**src/hw/rtl/ffgpa_pkg.sv**
```systemverilog
// Package for the first-fit guarded pool allocator.
// Word types, status and command codes, controller states and the structs
// shared by the cell row and the top level. No dependencies.
package ffgpa_pkg;

    localparam int POOL_BYTES_DEF  = 64;
    localparam int GUARD_BYTES_DEF = 4;
    localparam int MAX_POOL_BYTES  = 4096;
    // width of every index and byte count inside the cell row
    localparam int PW = $clog2(MAX_POOL_BYTES + 1);

    typedef enum logic [0:0] {
        CMD_ALLOC = 1'b0,
        CMD_FREE  = 1'b1
    } t_cmd;

    typedef enum logic [1:0] {
        ST_OK      = 2'd0,
        ST_OOM     = 2'd1,
        ST_ILLEGAL = 2'd2
    } t_status;

    typedef enum logic [2:0] {
        S_IDLE,
        S_SEARCH,
        S_APPLY,
        S_SETTLE,
        S_DONE
    } t_state;

    typedef struct packed {
        logic       cmd;
        logic [5:0] request_size;
        logic [5:0] block_address;
    } t_in_word;

    typedef struct packed {
        logic [1:0] status;
        logic [5:0] granted_address;
        logic [6:0] free_total;
        logic [6:0] largest_free;
        logic [6:0] smallest_free;
    } t_out_word;

    // control broadcast to every cell
    typedef struct packed {
        logic          do_alloc;
        logic          do_free;
        logic [PW-1:0] need;       // block length incl. guards
        logic [PW-1:0] claim_lo;
        logic [PW-1:0] claim_hi;
        logic [PW-1:0] start_at;   // payload offset of the new block
        logic [PW-1:0] free_at;    // payload offset named by a free
        logic [PW-1:0] clr_from;   // first byte of the block being freed
    } t_cell_ctl;

    // values a cell hands to its right neighbor every cycle
    typedef struct packed {
        logic [PW-1:0] run;        // free run ending at this byte
        logic          found;      // some byte at or left of here fits
        logic          clr;        // byte lies in the block being freed
        logic          is_end;     // end mark of this byte
        logic [PW-1:0] cnt;        // free bytes so far
        logic [PW-1:0] max_run;
        logic [PW-1:0] min_run;    // 0 while no run has closed
    } t_cell_link;

endpackage

```
**src/hw/rtl/ffgpa_cell.sv**
```systemverilog
// One byte of the pool: occupancy, block-start and block-end marks plus the
// registered run, fit, clear and statistics chains. Depends on ffgpa_pkg.
module ffgpa_cell #(
    parameter int IDX = 0
) (
    input  logic                  i_clk,
    input  logic                  i_rst_n,
    input  ffgpa_pkg::t_cell_ctl  i_ctl,
    input  ffgpa_pkg::t_cell_link i_prev,
    input  logic                  i_next_used,
    output ffgpa_pkg::t_cell_link o_link,
    output logic                  o_used,
    output logic                  o_win,
    output logic                  o_start_hit
);
    import ffgpa_pkg::*;

    localparam logic [PW-1:0] MY_IDX = PW'(IDX);

    logic          r_used, r_start, r_end;
    logic [PW-1:0] r_run, r_cnt, r_max, r_min;
    logic          r_found, r_clr;

    logic          hit, run_end, claim;
    logic [PW-1:0] n_run, n_min;

    assign hit     = (r_run >= i_ctl.need);
    assign run_end = (r_run != '0) && i_next_used;
    assign claim   = i_ctl.do_alloc && (MY_IDX >= i_ctl.claim_lo) && (MY_IDX <= i_ctl.claim_hi);

    always_comb begin
        n_run = r_used ? '0 : i_prev.run + PW'(1);
        n_min = i_prev.min_run;
        if (run_end && (i_prev.min_run == '0 || r_run < i_prev.min_run)) begin
            n_min = r_run;
        end
    end

    always_ff @(posedge i_clk) begin
        if (!i_rst_n) begin
            r_used  <= 1'b0;
            r_start <= 1'b0;
            r_end   <= 1'b0;
            r_run   <= '0;
            r_cnt   <= '0;
            r_max   <= '0;
            r_min   <= '0;
            r_found <= 1'b0;
            r_clr   <= 1'b0;
        end else begin
            r_run   <= n_run;
            r_found <= i_prev.found || hit;
            r_clr   <= (MY_IDX == i_ctl.clr_from) || (i_prev.clr && !i_prev.is_end);
            r_cnt   <= i_prev.cnt + PW'(!r_used);
            r_max   <= (r_run > i_prev.max_run) ? r_run : i_prev.max_run;
            r_min   <= n_min;
            if (claim) begin
                r_used <= 1'b1;
            end else if (i_ctl.do_free && r_clr) begin
                r_used <= 1'b0;
            end
            if (i_ctl.do_alloc && MY_IDX == i_ctl.start_at) begin
                r_start <= 1'b1;
            end else if (i_ctl.do_free && MY_IDX == i_ctl.free_at) begin
                r_start <= 1'b0;
            end
            if (i_ctl.do_alloc && MY_IDX == i_ctl.claim_hi) begin
                r_end <= 1'b1;
            end else if (i_ctl.do_free && r_clr) begin
                r_end <= 1'b0;
            end
        end
    end

    assign o_link.run     = r_run;
    assign o_link.found   = r_found;
    assign o_link.clr     = r_clr;
    assign o_link.is_end  = r_end;
    assign o_link.cnt     = r_cnt;
    assign o_link.max_run = r_max;
    assign o_link.min_run = r_min;
    assign o_used         = r_used;
    // lowest byte that closes a fitting run
    assign o_win          = hit && !i_prev.found;
    assign o_start_hit    = r_start && (MY_IDX == i_ctl.free_at);

endmodule

```
**config.mk**
```make
export PLATFORM = sky130hd
export DESIGN_NAME = ffgpa_cell
export DESIGN_NICKNAME = d
export VERILOG_FILES = /design/src/hw/rtl/ffgpa_pkg.sv /design/src/hw/rtl/ffgpa_cell.sv
export SDC_FILE = /design/constraint.sdc
export NUM_CORES = 1
export LEC_CHECK = 0
export ABC_AREA = 1
export BUFFER_PORTS_ARGS = -buffer_cell sky130_fd_sc_hd__buf_2
export CAP_MARGIN = 10
export CORE_UTILIZATION = 49
export CTS_BUF_LIST = sky130_fd_sc_hd__clkbuf_16
export DETAILED_ROUTE_END_ITERATION = 12
export GPL_TIMING_DRIVEN = 0
export PLACE_DENSITY = 0.86
export SLEW_MARGIN = 20
export SYNTH_ARGS = -nofsm -noshare
export SYNTH_HDL_FRONTEND = slang
export SYNTH_SLANG_ARGS = --single-unit
```
**constraint.sdc**
```tcl
create_clock -name i_clk -period 2.49 [get_ports i_clk]
set_input_delay 0.6225 -clock i_clk [delete_from_list [all_inputs] [get_ports i_clk]]
set_output_delay 0.6225 -clock i_clk [all_outputs]
set_load 0.1 [all_outputs]
```
Yosys cells after proc, flatten, opt, wreduce, memory -nomap -nowiden

Index checks and enable logic that the tools add are counted.

Register bits: 57
Bits of input ports: 138
Logic and storage cells: 51
Output and inout bits: 58

Multiplexer cells: 7
Order comparisons: 5
Bitwise gates (word level): 1
$add $sub $neg: 2
Reductions and logical operators: 27

Operators by type and width:

| cell                  | number |
|---|---|
| $logic_not 13->1      | 5 |
| $mux 13               | 2 |
| $add 13x1->13         | 1 |
| $add 13x1->13 const B | 1 |
| $ge 1x13->1 const A   | 1 |
| $ge 13x13->1          | 1 |
| $gt 13x13->1          | 1 |
| $le 1x13->1 const A   | 1 |
| $lt 13x13->1          | 1 |
| $reduce_bool 13->1    | 1 |
| $logic_and 1x1->1     | 11 |
| $reduce_bool 2->1     | 3 |
| $mux 1                | 5 |
| $logic_not 1->1       | 3 |
| $logic_or 1x1->1      | 3 |
| $reduce_or 2->1       | 1 |
| $not 1->1             | 1 |

Longest topological paths before layout

Gate-level depths: netlist (run 1).

Word-level depth: 4
Depth in mapped cells: 13
Mapped depth without buffers: 12

Worst setup path after synthesis (run 1)

Ideal clock, no wire load.

Kind: register to output
From: reg r_run[0]
To: out o_win
Data arrival time: 2,409 ps
Stages on the path, launching flop included: 9
Buffers on the path: 0
Required time: 1,867 ps
Path slack: -541 ps
Cells stage by stage: dfxtp_1 -> inv_2 -> ha_1 -> nand2_1 -> nor3_1 -> nand3b_1 -> nand3_1 -> nand2_1 -> inv_1

Word-level cells in the longest chain between the ends: 2

RTL lines:

| item                   | RTL line         | RTL |
|---|---|---|
| from (decl)            | ffgpa_cell.sv:21 | `logic [PW-1:0] r_run, r_cnt, r_max, r_min;` |
| from (signal assigned) | ffgpa_cell.sv:51 | `r_run <= n_run;` |
| $ge 13x13->1           | ffgpa_cell.sv:27 | `assign hit = (r_run >= i_ctl.need);` |
| $logic_and 1x1->1      | ffgpa_cell.sv:84 | `assign o_win = hit && !i_prev.found;` |
| to (decl)              | ffgpa_cell.sv:13 | `output logic o_win,` |

No other way between the ends.

Final worst setup path (run 1)

From: in i_ctl[75] (netlist bit)
To: out o_win

Word-level cells in the longest chain between the ends: 2

RTL lines:

| item              | RTL line         | RTL |
|---|---|---|
| from (decl)       | ffgpa_cell.sv:8  | `input ffgpa_pkg::t_cell_ctl i_ctl,` |
| $ge 13x13->1      | ffgpa_cell.sv:27 |  |
| $logic_and 1x1->1 | ffgpa_cell.sv:84 |  |

No other way between the ends.

==> results of run 1 <==
==> report_power, final <==
part	switching, mW	internal (mW)
clock	0.424	0.885
sequential	0.0379	0.980
combinational	0.817	0.302
total	1.28	2.17
==> registers in the layout, summed over array words and instances, names as in the netlist <==
signal and cells:
r_found 1, r_start 1, r_max 13, r_cnt 13, r_clr 1, o_used 1
r_min 13, r_run 13, r_end 1
==> worst min path at each step <==
stage                              start              endpoint  slack (ns)  cells past startpoint
finish              r_start$_SDFFE_PN0P_  r_start$_SDFFE_PN0P_        0.46                      2
CTS                 r_start$_SDFFE_PN0P_  r_start$_SDFFE_PN0P_        0.46                      2
global placement    r_start$_SDFFE_PN0P_  r_start$_SDFFE_PN0P_        0.45                      2
global route        r_start$_SDFFE_PN0P_  r_start$_SDFFE_PN0P_        0.47                      2
floorplan           r_start$_SDFFE_PN0P_  r_start$_SDFFE_PN0P_        0.43                      2
detailed placement  r_start$_SDFFE_PN0P_  r_start$_SDFFE_PN0P_        0.46                      2
==> metrics by stage <==
step / cells / worst slack (ns) / instance area (um^2) / power (mW) / util (%)
4_1_cts: 834 / -0.0245 / 5240 / 3.42 / 72.2
2_1_floorplan: 525 / -0.0547 / 3690 / 1.82 / -
5_1_grt: 835 / -0.0596 / 5330 / 3.58 / 73.4
6_report: 836 / 0.0000320 / 5330 / 3.45 / 73.5
3_5_place_dp: 818 / -0.312 / 4790 / 2.09 / 66.0
3_3_place_gp: 818 / -0.281 / 4790 / 2.06 / 66.0
==> critical path: stages <==
cell	delay, ns
buf_2	0.10
inv_1	0.09
ha_4	0.22
a21oi_1	0.12
o21ai_0	0.10
nor2_1	0.14
nand3_2	0.11
nand2_2	0.09
clkinvlp_4	0.09
buf_12	0.17
==> logic make-up (layout without fill, tap and decap cells) <==
| kind of cell | Yosys count | in the layout | synth area share (%) |
|---|---|---|---|
| fa+ha+maj | 41 | 41 | 14.0 |
| xor+xnor | 4 | 4 | 0.957 |
| other cells | 0 | 1 | 0 |
| buf+inv | 102 | 313 | 12.3 |
| flops | 57 | 57 | 31.2 |
| simple gates | 243 | 243 | 30.5 |
| compound gates | 78 | 78 | 11.0 |
==> repair_timing <==
| action | 4_1_cts | 5_1_grt |
|---|---|---|
| buffers inserted | 1 | 1 |
| pin swaps | 7 | 16 |
| endpoints found under the setup margin | 2 | 1 |
| resized for setup | 22 | 19 |
==> Yosys cell counts (2+ instances only) <==
master	n	area share, %
inv_1	84	8.6
xor2_1	4	0.96
nand3_2	2	0.55
nand2_2	2	0.34
buf_2	3	0.41
nand4_1	18	3.1
o21ai_0	14	1.9
buf_6	3	0.92
nand2_1	92	9.4
o21a_1	2	0.41
ha_1	41	14
nor4_1	11	1.9
dfxtp_1	57	31
nor3_1	9	1.2
nor2_2	9	1.5
a21oi_1	59	8.1
buf_4	8	1.6
inv_2	2	0.21
nand3_1	36	4.9
nor2_1	57	5.8
==> layout by cell type, fill, tap and decap left out, drive strengths merged, types with 11 or more instances in the layout <==
| master | Yosys | routed |
|---|---|---|
| a21oi | 59 | 59 |
| nand3 | 38 | 38 |
| nor4 | 11 | 11 |
| buf | 14 | 210 |
| nor2 | 67 | 67 |
| clkbuf | 1 | 12 |
| nand4 | 19 | 19 |
| dfxtp | 57 | 57 |
| ha | 41 | 41 |
| nand2 | 95 | 95 |
| o21ai | 15 | 15 |
| inv | 86 | 85 |
==> per-layer routing <==
layer	vias to the layer above	track usage [%]	wire length, um
li1	2136	-	-
met1	1922	32.7	4430
met2	192	50.6	5730
met3	32	6.06	687
met4	0	11.4	289
met5	-	0	0
==> layout make-up <==
class / count / area [um^2]
sequential: 57 / 1170
tap: 99 / 124
multi-input combinational: 366 / 2240
fill: 569 / 1930
timing repair buffer: 196 / 1020
buffer: 15 / 123
antenna: 1 / 2.50
inverter: 87 / 333
clock inverter: 4 / 47.5
clock buffer: 11 / 275
==> impl_results.md, run 1 <==
* Mapped Cells at around 530
* CTS tree: done
* Unrepaired setup endpoints after global routing: true
* Minimum clock period at about 2.5 ns
* Worst Path Max Fanout at 3
* DRT iter0 DRCs at ~200
* Max IR drop VDD at approximately 310 uV
* CTS sink count at between 50 and 60
* HPWL after detailed placement at a little under 9 mm
* Flop-to-flop setup slack at about 0.6 ns
* Root buffer cell: clkbuf_16
* First-pass GRT wire length at between 15 and 20 mm
* Fin Hold WS at between 0.4 and 0.5 ns
* Rel. slew slack at 66.2%
* Yosys Warn Count at 0
* Grt ovf at 0
* Vias in the first global route at 3870
* Hold buffer count at CTS at 0
* Largest net degree at the start of global routing at 11
* Drt wl/cell at 13.3 um
* Die Ht at between 80 and 90 um
* Setup crit start kind: input pin
* WP data required at 1.87 ns
* Total GRT Usage at about 28%
* Static Leak at 2.90 nW
* Clock slew at reported path FFs at about 0.050 ns
* Pwr Density at approximately 650 mW/mm^2
* Mapped cell area at ~0.0037 mm^2
* Asr flop ratio synth at 0%
* Reg2reg path depth at 11
* CP arrival at 1.87 ns
* IO Count at 196
* CP Capture Point: o_win
* Synth Net Count at a little over 700
* Drt total wl at between 10 and 15 mm
* Total CTS buffers at 9
* Slew @ Worst Pin at 0.510 ns
* Critical path class: in2out
* Setup violations, final at 0
* Drt drc at 0
* Synth Register Bits at 57
* Hold Crit Class: reg2reg
* Final Skew at 0.00671 ns
* Core Area at 0.00725 mm^2
* Seq/Total Area, Yosys at a little under a third
* Status: completed
* Crit path from: i_ctl[75]
* Clock Path Buffers at 2
* # nets final at between 900 and 1000
* PortBufs at ~190
* Tcrit/Tclk final at between 90% and 100%
* TNS Setup at 0 ns
* Reg-to-Reg Start: r_run[2]$_SDFF_PP0_
* Area grow syn2layout at 45.6%
* Clock latency on the worst-skew pair at around 0.33 ns
* Initial Util at 50.5%
* Syn avg cell area at approximately 7 um^2
* Dominant register cell in the synthesized netlist: dfxtp_1
* Final Max Tran Viols at 0
* Pre-Repair DR Iteration Count at 5
* DIE WIDTH at slightly below 90 um
* Fin. Hold Viols at 0
* Post-synth EDFFs at 0
* Layout cells sized above 1 at between 30 and 40%
* Routability Congestion at 0.892
* CTS H-Tree Depth at 3
* Yosys cell types at 32
* Crit. End Element: output port
* RR Endpoint: r_max[7]$_SDFF_PN0_
* Die ar. at 0.00782 mm^2
* Vias post-DR at 4282
* Remaining antenna violation count after routing at 0
* Vias per inst at between 5 and 6
* Fmax at approximately 400 MHz
* Max-cap violations at 0
* Initial antenna violation count at 0
* Floorplan row count at 31
Power figures use the tool's default switching activity.
==> inputs of run 2 (changes only) <==
--- a/config.mk
+++ b/config.mk
@@ -12,6 +12,7 @@
 export CTS_BUF_LIST = sky130_fd_sc_hd__clkbuf_16
 export DETAILED_ROUTE_END_ITERATION = 12
 export GPL_TIMING_DRIVEN = 0
+export HOLD_SLACK_MARGIN = 0.03
 export PLACE_DENSITY = 0.86
 export SLEW_MARGIN = 20
 export SYNTH_ARGS = -nofsm -noshare
==> constraint.sdc (replaced) <==
create_clock -name i_clk -period 2.49 [get_ports i_clk]
set_input_delay 0.3735 -clock i_clk [delete_from_list [all_inputs] [get_ports i_clk]]
set_output_delay 0.3735 -clock i_clk [all_outputs]
set_load 0.1 [all_outputs]
==> run 2 against run 1 <==
  * Setup slack better by 0.23 ns
  * Highest routed layer unchanged
  * Hold slack worse by 0.21 ns
  * Routed wire length is 3.2% lower
  * Clock skew is 0.0015 ns higher
  * Sequential share of layout area is 0.79 points higher
  * First-iteration DRC count is 24% lower
  * Clock power is 3% lower
  * Design area is 4.5% lower
==> impl_results.md, run 2 (synthesized netlist as in run 1, its figures left out) <==
* Status: completed (unchanged)
* Tcrit/Tclk final at 90.9% (was 100%)
* Multi-input combinational cell area at 0.00207 mm^2 (was 0.00224 mm^2)
* Area grow syn2layout at 39.0% (was 45.6%)
* Crit-path max cell delay at 0.35 ns (was 0.22 ns)
* PnR worst setup slack at 0.226 ns (was 0.0000320 ns)
* Initial antenna violation count at 0 (unchanged)
* Clock power frac at 37.9% (was 38.0%)
* Routability Congestion at 0.891 (was 0.892)
* Crit path max-delay family: simple AND/OR/NAND/NOR gates (was buffers and inverters)
* Final antenna diode count at 0 (was 1)
* Clock Path Buffers at 2 (unchanged)
* Setup violations, final at 0 (unchanged)
* Vias in the first global route at 3862 (was 3870)
* Fin. Hold Viols at 0 (unchanged)
* Total CTS buffers at 9 (unchanged)
* Unrepaired setup endpoints after global routing: false (was true)
* HPWL after detailed placement at 8.93 mm (was 8.67 mm)
* CP arrival at 1.89 ns (was 1.87 ns)
* Critical path class: reg2out (was in2out)
* Static Leak at 2.89 nW (was 2.90 nW)
* Worst-path cell chain: ha_1 > nand2_1 > nor3_1 > nand3b_1 > nand3_1 > nand2_1 > inv_1 > buf_6 (was buf_2 > inv_1 > ha_4 > a21oi_1 > o21ai_0 > nor2_1 > nand3_2 > nand2_2 > clkinvlp_4 > buf_12)
* Critical-path top delay cell: dfxtp_2 (was ha_4)
* Vias per inst at 5.10 (was 5.12)
* Setup crit start kind: register (was input pin)
* Largest net degree at the start of global routing at 11 (unchanged)
* Fmax at 442 MHz (was 402 MHz)
* Pre-Repair DR Iteration Count at 6 (was 5)
* Drt wl/cell at 12.9 um (was 13.3 um)
* WP data required at 2.12 ns (was 1.87 ns)
* Root buffer cell: clkbuf_16 (unchanged)
* IO Count at 196 (unchanged)
* Drt drc at 0 (unchanged)
* DIE WIDTH at 88.4 um (unchanged)
* Worst Path Max Fanout at 5 (was 3)
* Die Ht at 88.4 um (unchanged)
* Fraction of power consumed by sequential logic at 30.3% (was 29.5%)
* Sequential cell area at 0.00116 mm^2 (was 0.00117 mm^2)
* Total GRT Usage at 27.3% (was 28.3%)
* Net switching power of the design at 1.24 mW (was 1.28 mW)
* Worst slack at placement at 0.247 ns (was -0.312 ns)
* Power share of the combinational group at 31.8% (was 32.5%)
* Max IR drop VDD at 343 uV (was 314 uV)
* Crit. End Element: output port (unchanged)
* Vias post-DR at 4254 (was 4282)
* Final Max Tran Viols at 0 (unchanged)
* PortBufs at 194 (unchanged)
* Clock slew at reported path FFs at 0.05 ns (about the same)
* First-pass GRT wire length at 16.3 mm (was 16.8 mm)
* CTS H-Tree Depth at 3 (unchanged)
* Minimum clock period at 2.26 ns (was 2.49 ns)
* Max-cap violations at 0 (unchanged)
* CP dominant cell by count: nand2_1
* Internal Power at 2.12 mW (was 2.17 mW)
* Layout cells sized above 1 at 34.8% (was 39.3%)
* CTS tree: done (unchanged)
* Pwr Density at 660 mW/mm^2 (was 647 mW/mm^2)
* Die ar. at 0.00782 mm^2 (unchanged)
* Buf/Inv on CP at 2 (was 4)
* Grt ovf at 0 (unchanged)
* Floorplan row count at 31 (unchanged)
* Hold buffer count at CTS at 0 (unchanged)
* # nets final at 909 (was 911)
* Post-CTS Repair Setup Buffers at 0 (was 1)
* Post-cts resize count at 0 (was 22)
* Fillcell total at 584 (was 569)
* Hold Crit Class: in2reg (was reg2reg)
* Remaining antenna violation count after routing at 0 (unchanged)
* Core Area at 0.00725 mm^2 (unchanged)
* Slew @ Worst Pin at 0.501 ns (was 0.510 ns)
* DRT iter0 DRCs at 152 (was 201)
* CTS sink count at 57 (unchanged)
* Rel. slew slack at 66.8% (was 66.2%)
* Switching part of the total power at 36.9% (was 37.1%)
* Clock latency on the worst-skew pair at 0.32 ns (was 0.33 ns)
* Final Skew at 0.00816 ns (was 0.00671 ns)
* TNS Setup at 0 ns (unchanged)
* Commonest non-fill, non-tap cells in the layout: buf_2 (196), nand2_1 (92), inv_1 (85) (was buf_2 (193), nand2_1 (89), inv_1 (76))
* Drt total wl at 10.8 mm (was 11.1 mm)
* Commonest non-fill, non-tap cell in the layout: buf_2 (unchanged)
* Initial Util at 50.5% (unchanged)
## run 2: worst register-to-register path: stages (launching register included)
cell	delay, ns
dfxtp_2	0.37
ha_1	0.34
nand4_1	0.18
nor2_2	0.20
nand4_2	0.17
buf_2	0.24
a21oi_1	0.20
nor2_1	0.10
## run 2: final timing paths
| check | end | depth (start not counted) | slack (ns) | start |
|---|---|---|---|---|
| max | o_win | 8 | 0.23 | r_run[2]$_SDFF_PP0_ |
| min reg2reg | r_end$_SDFFE_PN0P_ | 2 | 0.46 | r_end$_SDFFE_PN0P_ |
| max reg2reg | r_max[7]$_SDFF_PN0_ | 7 | 0.58 | r_run[12]$_SDFF_PP0_ |
| min | r_run[0]$_SDFF_PP0_ | 2 | 0.25 | i_prev[42] |
## run 2: power by group through the flow
stage,Combinational [mW],Sequential [mW],Clock (mW)
finish,1.07,1.02,1.27
CTS,1.06,1.02,1.28
floorplan,0.326,1.49,0
global route,1.14,1.02,1.34
detailed placement,1.06,1.03,0
global placement,1.03,1.03,0
## run 2: layer usage
metal / GRT usage [%] / up-vias / part of all wire, %
met4: 14.2 / 0 / 3.2
met3: 4.85 / 31 / 5.5
met2: 50.5 / 190 / 51
met1: 29.6 / 1899 / 40
met5: 0 / - / 0
li1: - / 2134 / -
## run 2: area by class of cell
cell class	count	share of cell area, %
inverter	87	6.42
buffer	15	2.41
timing repair buffer	194	19.2
tap	99	2.43
sequential	57	22.7
multi-input combinational	366	40.7
clock buffer	9	4.43
clock inverter	7	1.70
## run 2: through the flow
stage	hold WS (ns)	std cells	power (mW)	util, %	instance area, um^2
2_1_floorplan	0.435	525	1.82	-	3680
3_3_place_gp	0.447	818	2.06	65.8	4770
3_5_place_dp	0.457	818	2.09	65.8	4770
4_1_cts	0.245	834	3.36	70.1	5080
5_1_grt	0.246	834	3.51	70.2	5090
6_report	0.248	834	3.36	70.2	5090
==> inputs of run 3 (changes only) <==
==> constraint.sdc (replaced) <==
create_clock -name i_clk -period 2.49 [get_ports i_clk]
set_input_delay 0.498 -clock i_clk [delete_from_list [all_inputs] [get_ports i_clk]]
set_output_delay 0.498 -clock i_clk [all_outputs]
set_load 0.1 [all_outputs]
==> run 3 against run 2 <==
  * Count of clock-buffer cells in the layout stayed put
  * Maximum frequency is 6.7% lower
  * Total power is 3.5% higher
  * Via count is 1.0% lower
  * Critical path type unchanged
  * Largest cell class unchanged
==> impl_results.md, run 3 (synthesized netlist as in run 1, its figures left out) <==
* Setup crit start kind: register (unchanged)
* Vias in the first global route at 3892 (was 3862)
* Hold Crit Class: in2reg (unchanged)
* Buf/Inv on CP at 3 (was 2)
* Critical-path top delay cell: dfxtp_2 (unchanged)
* Crit. End Element: output port (unchanged)
* Commonest non-fill, non-tap cell in the layout: buf_2 (unchanged)
* CTS sink count at 57 (unchanged)
* Final Max Tran Viols at 0 (unchanged)
* Total power at 3.48 mW (was 3.36 mW)
* Clock latency on the worst-skew pair at 0.32 ns (about the same)
* Worst slack at placement at -0.0866 ns (was 0.247 ns)
* Routability Congestion at 0.904 (was 0.891)
* PortBufs at 194 (unchanged)
* Tcrit/Tclk final at 97.5% (was 90.9%)
* IO Count at 196 (unchanged)
* DRT iter0 DRCs at 231 (was 152)
* Final antenna diode count at 0 (unchanged)
* Die Ht at 88.4 um (unchanged)
* Pre-Repair DR Iteration Count at 5 (was 6)
* Clock slew at reported path FFs at 0.05 ns (about the same)
* Worst-path cell chain: ha_1 > nand2_1 > inv_1 > o21ai_2 > a21oi_1 > nor2_1 > nand3_1 > nand2_2 > clkinvlp_4 > buf_12 (was ha_1 > nand2_1 > nor3_1 > nand3b_1 > nand3_1 > nand2_1 > inv_1 > buf_6)
* Largest net degree at the start of global routing at 11 (unchanged)
* Remaining antenna violation count after routing at 0 (unchanged)
* CTS tree: done (unchanged)
* PnR worst setup slack at 0.0622 ns (was 0.226 ns)
* CTS H-Tree Depth at 3 (unchanged)
* Vias per inst at 5.05 (was 5.10)
* DP Cell Count at 818 (unchanged)
* Die ar. at 0.00782 mm^2 (unchanged)
* WP data required at 1.99 ns (was 2.12 ns)
* Commonest non-fill, non-tap cells in the layout: buf_2 (196), nand2_1 (91), inv_1 (83) (was buf_2 (196), nand2_1 (92), inv_1 (85))
* Initial antenna violation count at 0 (unchanged)
* HPWL after detailed placement at 8.68 mm (was 8.93 mm)
* Initial Util at 50.5% (unchanged)
* Root buffer cell: clkbuf_16 (unchanged)
* Static Leak at 2.88 nW (was 2.89 nW)
* CP arrival at 1.93 ns (was 1.89 ns)
* Drt total wl at 10.9 mm (was 10.8 mm)
* # nets final at 909 (unchanged)
* Clock Path Buffers at 2 (unchanged)
* Grt ovf at 0 (unchanged)
* Max-cap violations at 0 (unchanged)
* Hold buffer count at CTS at 0 (unchanged)
* Drt wl/cell at 13.0 um (was 12.9 um)
* Critical path class: reg2out (unchanged)
* Worst Path Max Fanout at 5 (unchanged)
* Max IR drop VDD at 345 uV (was 343 uV)
* First-pass GRT wire length at 16.6 mm (was 16.3 mm)
* Slew @ Worst Pin at 0.511 ns (was 0.501 ns)
* Rel. slew slack at 66.2% (was 66.8%)
* Setup violations, final at 0 (unchanged)
* Total CTS buffers at 9 (unchanged)
* Layout cells sized above 1 at 35.4% (was 34.8%)
* Total GRT Usage at 27.7% (was 27.3%)
* Final Skew at 0.00807 ns (was 0.00816 ns)
* Minimum clock period at 2.43 ns (was 2.26 ns)
* Final Core Density at 71.0% (was 70.2%)
* Crit-path max cell delay at 0.34 ns (was 0.35 ns)
* DIE WIDTH at 88.4 um (unchanged)
* Pwr Density at 675 mW/mm^2 (was 660 mW/mm^2)
* Status: completed (unchanged)
* Fmax at 412 MHz (was 442 MHz)
* Crit path max-delay family: simple AND/OR/NAND/NOR gates (unchanged)
* Core Area at 0.00725 mm^2 (unchanged)
* Drt drc at 0 (unchanged)
* Area grow syn2layout at 40.7% (was 39.0%)
* Floorplan row count at 31 (unchanged)
* Vias post-DR at 4211 (was 4254)
* Fin cells at 834 (unchanged)
* Fin. Hold Viols at 0 (unchanged)
run 3: worst reg2reg max path: cells and delay by family (launching register included):
| family | cells | cell delay [ns] |
|---|---|---|
| buffers and inverters | 1 | 0.08 |
| and+or+nand+nor | 5 | 0.75 |
| AOI/OAI and AO/OA | 2 | 0.21 |
| DFF | 1 | 0.34 |
| adders and majority gates | 2 | 0.36 |
run 3: area by class of cell:
class | count | area (um^2)
inverter | 87 | 330
clock buffer | 9 | 225
fill | 618 | 2100
tap | 99 | 124
clock inverter | 7 | 109
sequential | 57 | 1160
multi-input combinational | 366 | 2090
timing repair buffer | 194 | 986
buffer | 15 | 123
run 3: worst paths after layout:
check | startpoint | to | slack [ns] | cells after the start
setup / recovery | r_run[6]$_SDFF_PP0_ | o_win | 0.06 | 10
hold / removal | i_prev[42] | r_run[0]$_SDFF_PP0_ | 0.37 | 2
setup reg to reg | o_used$_SDFFE_PN0P_ | r_cnt[12]$_SDFF_PN0_ | 0.63 | 10
hold reg to reg | r_start$_SDFFE_PN0P_ | r_start$_SDFFE_PN0P_ | 0.46 | 2
run 3: timing repair:
action / 4_1_cts / 5_1_grt
buffers inserted: 0 / 0
gates resized for setup: 3 / 8
hold endpoints to repair: 0 / 0
cloned: 0 / 0
pin swaps: 0 / 1
setup endpoints to repair: 1 / 1
run 3: report_power, final:
group          internal, mW  switching, mW
Combinational         0.276          0.798
Clock                 0.965          0.419
Sequential            0.982         0.0363
Total                  2.22           1.25
run 3: stage by stage:
step,instance area (um^2),setup TNS (ns),hold WS [ns]
floorplan,3680,0,0.435
global placement,4770,-0.0380,0.447
detailed placement,4770,-0.0866,0.450
CTS,5110,0,0.367
global route,5150,-0.0155,0.382
finish,5150,0,0.368
run 3: routing by layer:
| metal | vias up | GRT usage, % | part of all wire, % |
|---|---|---|---|
| li1 | 2132 | - | - |
| met1 | 1850 | 29.7 | 39 |
| met2 | 196 | 52.1 | 52 |
| met3 | 33 | 5.97 | 6.6 |
| met4 | 0 | 11.7 | 2.5 |
| met5 | - | 0 | 0 |
